[src/rtl/core/mtf_pkg.sv]
`timescale 1ns / 1ps
// ----------------------------------------------------------------------------
// mtf_pkg
// Shared types and constants for the move-to-front list and its cells.
// ----------------------------------------------------------------------------
package mtf_pkg;

  // List values, lengths and costs never exceed the 9-bit length register
  localparam int VAL_W = 9;
  localparam int LEN_W = 9;
  localparam int SUM_W = 32;

  localparam int              DEF_MAX_ENTRIES = 256;
  localparam logic [LEN_W-1:0] LEN_RESET      = LEN_W'(256);
  localparam logic [SUM_W-1:0] SUM_MAX        = '1;

  // Controller states
  typedef enum logic [1:0] {
    ST_IDLE,
    ST_SEARCH,
    ST_HOLD
  } state_t;

  // Token handed from one cell to the next: the displaced value
  typedef struct packed {
    logic             vld;
    logic [VAL_W-1:0] val;
  } token_t;

endpackage

[src/rtl/core/mtf_cell.sv]
`timescale 1ns / 1ps
// ----------------------------------------------------------------------------
// mtf_cell
// One list entry. A passing token drops its value here and picks up the old
// one; the cell holding the key absorbs the token and ends the walk.
// ----------------------------------------------------------------------------
module mtf_cell (
  input  logic                      clk,
  input  logic                      rst,
  input  logic                      reload,
  input  logic [mtf_pkg::VAL_W-1:0] init_val,
  input  logic [mtf_pkg::VAL_W-1:0] key,
  input  mtf_pkg::token_t           tok_in,
  output mtf_pkg::token_t           tok_out,
  output logic                      hit
);
  import mtf_pkg::*;

  logic [VAL_W-1:0] val;
  logic             tok_vld;
  logic [VAL_W-1:0] tok_val;

  // key found in this entry while the token is here
  assign hit = tok_in.vld && (val == key);

  // entry value: reload to ascending order, or take the incoming carry
  always_ff @(posedge clk) begin
    if (reload) begin
      val <= init_val;
    end else if (tok_in.vld) begin
      val <= tok_in.val;
    end
  end

  // token moves on unless absorbed here
  always_ff @(posedge clk) begin
    if (rst || reload) begin
      tok_vld <= 1'b0;
    end else begin
      tok_vld <= tok_in.vld && !hit;
    end
  end

  always_ff @(posedge clk) begin
    tok_val <= val;
  end

  assign tok_out.vld = tok_vld;
  assign tok_out.val = tok_val;

endmodule

[config.mk]
export PLATFORM = sky130hd
export DESIGN_NAME = mtf_cell
export DESIGN_NICKNAME = d
export VERILOG_FILES = /design/src/rtl/core/mtf_pkg.sv /design/src/rtl/core/mtf_cell.sv
export SDC_FILE = /design/constraint.sdc
export NUM_CORES = 1
export LEC_CHECK = 0
export ABC_AREA = 1
export BUFFER_PORTS_ARGS = -buffer_cell sky130_fd_sc_hd__buf_2
export CORE_MARGIN = 2
export CORE_UTILIZATION = 43
export CTS_CLUSTER_SIZE = 10
export DETAILED_ROUTE_END_ITERATION = 16
export PLACE_DENSITY = 0.85
export SYNTH_ARGS = -nofsm -noshare
export SYNTH_HDL_FRONTEND = slang
export SYNTH_SLANG_ARGS = --single-unit
export TNS_END_PERCENT = 1
[constraint.sdc]
create_clock -name clk -period 1.21 [get_ports clk]
set_input_delay 0.0605 -clock clk [delete_from_list [all_inputs] [get_ports clk]]
set_output_delay 0.0605 -clock clk [all_outputs]
set_load 0.1 [all_outputs]
==> metrics.md <==
| Metric | Value |
|---|---|
| Final setup vio count | 1 |
| Flops & latches, synth | 19 |
| Critical Path AT | 1.49 ns |
| H-Tree Depth | 1 |
| Final Hold Viols | 0 |
| Synth cell count leaders | nand2_1 (55), inv_1 (18), dfxtp_1 (10) |
| Skew-Pair Late Insertion Delay | 0.29 ns |
| Design Power | 1.59 mW |
| Max cap viols | 0 |
| Peak supply drop | 0.000751 V |
| Crit share post-route | 128% |
| Drt total wl | 1690 um |
| XOR/XNOR share of the synthesized area | 2.11% |
| Minimum clock period | 1.55 ns |
| Clk root buf | clkbuf_4 |
| Crit-path slowest cell | edfxtp_1 |
| WHS Endpoint | val[1] |
| Min setup slack post-route | -0.337 ns |
| Top-count cell post-synth | nand2_1 |
| Die ar. | 0.00230 mm^2 |
| TritonCTS Buffers | 3 |
| Largest net degree at the start of global routing | 12 |
| Placed cell area | 0.00109 mm^2 |
| Sw power | 604 uW |
| Cell taking the most area after synthesis | edfxtp_1 |
| Worst reg2reg path startpoint | val[0] |
| Initial antenna violation count | 0 |
| Placed cell count | 175 |
| Pleak | 0.645 nW |
| Gr usage total | 17.1% |
| Adder-cell share of the synthesized area | 0% |
| Sw frac | 37.9% |
| FF-to-FF End | tok_vld |
| Max FO, Critical Path | 3 |
| Post-synthesis mux area share | 0% |
| GP Congestion | 0.653 |
| Core Area | 0.00176 mm^2 |
| Starting Density | 47.2% |
| Critical Path, Cell by Cell | inv_2, nand2_1, nand2_1, nand3_1, nor2_2, nand2_2, nor2_4, buf_12 |
| Synth Instances | 109 |
| Port buffer count | 41 |
| PD cells | 1400 mW/mm^2 |
| Met2 Use GR | 29.3% |
| Met3 usage | 3.40% |
| Area grow syn2layout | 36.8% |
| Reg power frac | 49.0% |
| Crit. End Element | output pin |
| Post-synth EDFFs | 9 |
| CP bufs+invs | 2 |
| Data required, critical path | 1.15 ns |
| Yosys Warn Count | 0 |
| Net count, final | 186 |
| Worst hold stages | 3 |
| Area contributors post-synth | edfxtp_1 (32%), nand2_1 (25%), dfxtp_1 (24%) |
| Post-synthesis compound-gate area fraction | 0% |
| Final instance count without filler cells | 179 |
| Failing checks | setup timing |
| Busiest layer in global routing | met2 |
| Post-layout instance area | 0.00114 mm^2 |
| Residual DRC | 0 |
| M1 GR Usage | 18.7% |
| N_diodes | 0 |
| Post-DRT Antenna Nets | 0 |
| Final Max Tran Viols | 0 |
| Syn avg cell area | 7.63 um^2 |
| Synthesized net count | 140 |
| Ys flop type | dfxtp_1 |
| Clock power frac | 19.9% |
| Post-CTS setup repair buffer count | 0 |
| Vias/cell | 4.29 |
| Int Power | 990 uW |
| FMAX | 0.647 GHz |
| TritonCTS clock tree | done |
| Comb power frac | 31.1% |
| RSZ-0062 raised after global routing | yes |
| Synth Area in Simple Gates | 31.3% |
| Yosys top cell area share | 32.5% |
| R2R cell count | 7 |
| Io pins | 42 |
| Register-to-register setup slack | 0.06 ns |
| Setup Skew | 0.000541 ns |
| Share of layout cells above drive strength 1 | 36.4% |
| Row cnt | 15 |
| Drt initial violations | 3 |
| Grt ovf | 0 |
| Min-Delay Startpoint | tok_in[1] |
| Crit Path Class | reg2out |
| Max incr delay on CP | 0.45 ns |
| Clock Tree Buf Depth | 2 |
| Post-synthesis cell type count | 11 |
| Clk sinks | 19 |
| Die height | 48.0 um |
| Number of global-route vias before repair | 691 |
| Clock-pin slew on the worst setup and hold paths | 0.11 ns |
| CTS Hold Bufs | 0 |
| Wire length per cell | 9.45 um |
| Relative slew slack | 67.7% |
| Pre-CTS setup slack | -0.0289 ns |
| Register area share after synthesis | 56.5% |
| Status | finished with violations |
| Chip width | 48.0 um |
| Total iterations of the first detailed-routing run | 4 |
| Dpl hpwl | 1350 um |
| First-pass GRT wire length | 2670 um |
| Cell area after synthesis | 832 um^2 |
| CP Launch Type | flop |
| Crit path max-delay family | simple AND/OR/NAND/NOR gates |
| Most frequent CP cell | nand2_1 |
| Async S/R FF share, synth | 0% |
| Vias | 768 |
| Slew @ Worst Pin | 0.488 ns |
| Combinational family with the most area after synthesis | simple AND/OR/NAND/NOR gates |
| Worst hold path type | in2reg |
==> registers in the layout (all words and copies together) (netlist names) <==
register / cells
tok_val: 9
val: 9
tok_vld: 1
==> how the worst max path moves through the flow <==
stage               cells after the start  startpoint  slack (ns)  endpoint
finish                                  8      val[0]       -0.34       hit
CTS                                     8      val[6]       -0.37       hit
global route                            8      val[5]       -0.46       hit
floorplan                               7      val[6]       -0.14       hit
global placement                        8      val[2]        0.03       hit
detailed placement                      8      val[6]       -0.03       hit
==> routing by layer <==
metal,up-vias,routed length (um)
met3,2,58
met5,-,0
met2,19,941
met1,338,670
met4,0,19
li1,409,-
==> power groups by stage <==
| stage | sequential [mW] | clock (mW) | combinational (mW) |
|---|---|---|---|
| global route | 0.789 | 0.352 | 0.533 |
| CTS | 0.780 | 0.324 | 0.487 |
| detailed placement | 0.795 | 0 | 0.486 |
| floorplan | 1.04 | 0 | 0.127 |
| global placement | 0.790 | 0 | 0.476 |
| finish | 0.781 | 0.317 | 0.495 |
==> final cells by class <==
| cell class | instances | area, um^2 |
|---|---|---|
| clock inverters | 1 | 5.00 |
| inverters | 19 | 71.3 |
| repair buffers | 43 | 235 |
| flip-flops and latches | 19 | 470 |
| clock buffers | 3 | 22.5 |
| multi-input cells | 69 | 303 |
| fillers | 169 | 626 |
| well taps | 25 | 31.3 |
==> worst reg2reg max path, cell delays in order (launching register included) <==
cell	delay, ns
edfxtp_1	0.45
buf_4	0.16
nand2_1	0.06
nand2_1	0.04
nor2_1	0.09
nand3_1	0.09
nor2_1	0.10
nor2_1	0.05
==> cell usage in the layout, fill, tap and decap left out <==
| cell type | n |
|---|---|
| xnor2_1 | 1 |
| clkinv_2 | 1 |
| xnor2_2 | 1 |
| nand2_2 | 2 |
| clkbuf_4 | 3 |
| dfxtp_1 | 10 |
| nor2_2 | 4 |
| nand2_1 | 53 |
| clkinv_1 | 1 |
| inv_1 | 17 |
| buf_4 | 2 |
| buf_12 | 1 |
| buf_2 | 40 |
| nor2_4 | 1 |
| nor2_1 | 4 |
| edfxtp_1 | 9 |
| nand3_1 | 3 |
| inv_2 | 1 |
==> metrics by stage <==
step	setup TNS (ns)	util, %	hold slack [ns]
3_3_place_gp	0	62.0	0.324
6_report	-0.337	64.5	0.0249
3_5_place_dp	-0.0289	62.0	0.325
2_1_floorplan	-0.136	-	0.186
4_1_cts	-0.369	63.5	0.00441
5_1_grt	-0.497	64.5	0.0125
==> cell families (layout without fill, tap and decap cells) <==
group                  after synthesis  count (layout)
AND/OR/NAND/NOR                     67              67
XOR/XNOR                             2               2
flip-flops                          19              19
buffers and inverters               21              66
==> what timing repair did <==
action	CTS	global route
resized for setup	0	6
endpoints found under the setup margin	1	2
endpoints found under the hold margin	0	0
pin swaps	0	6
No activity file was read; power rests on OpenSTA's default activity.
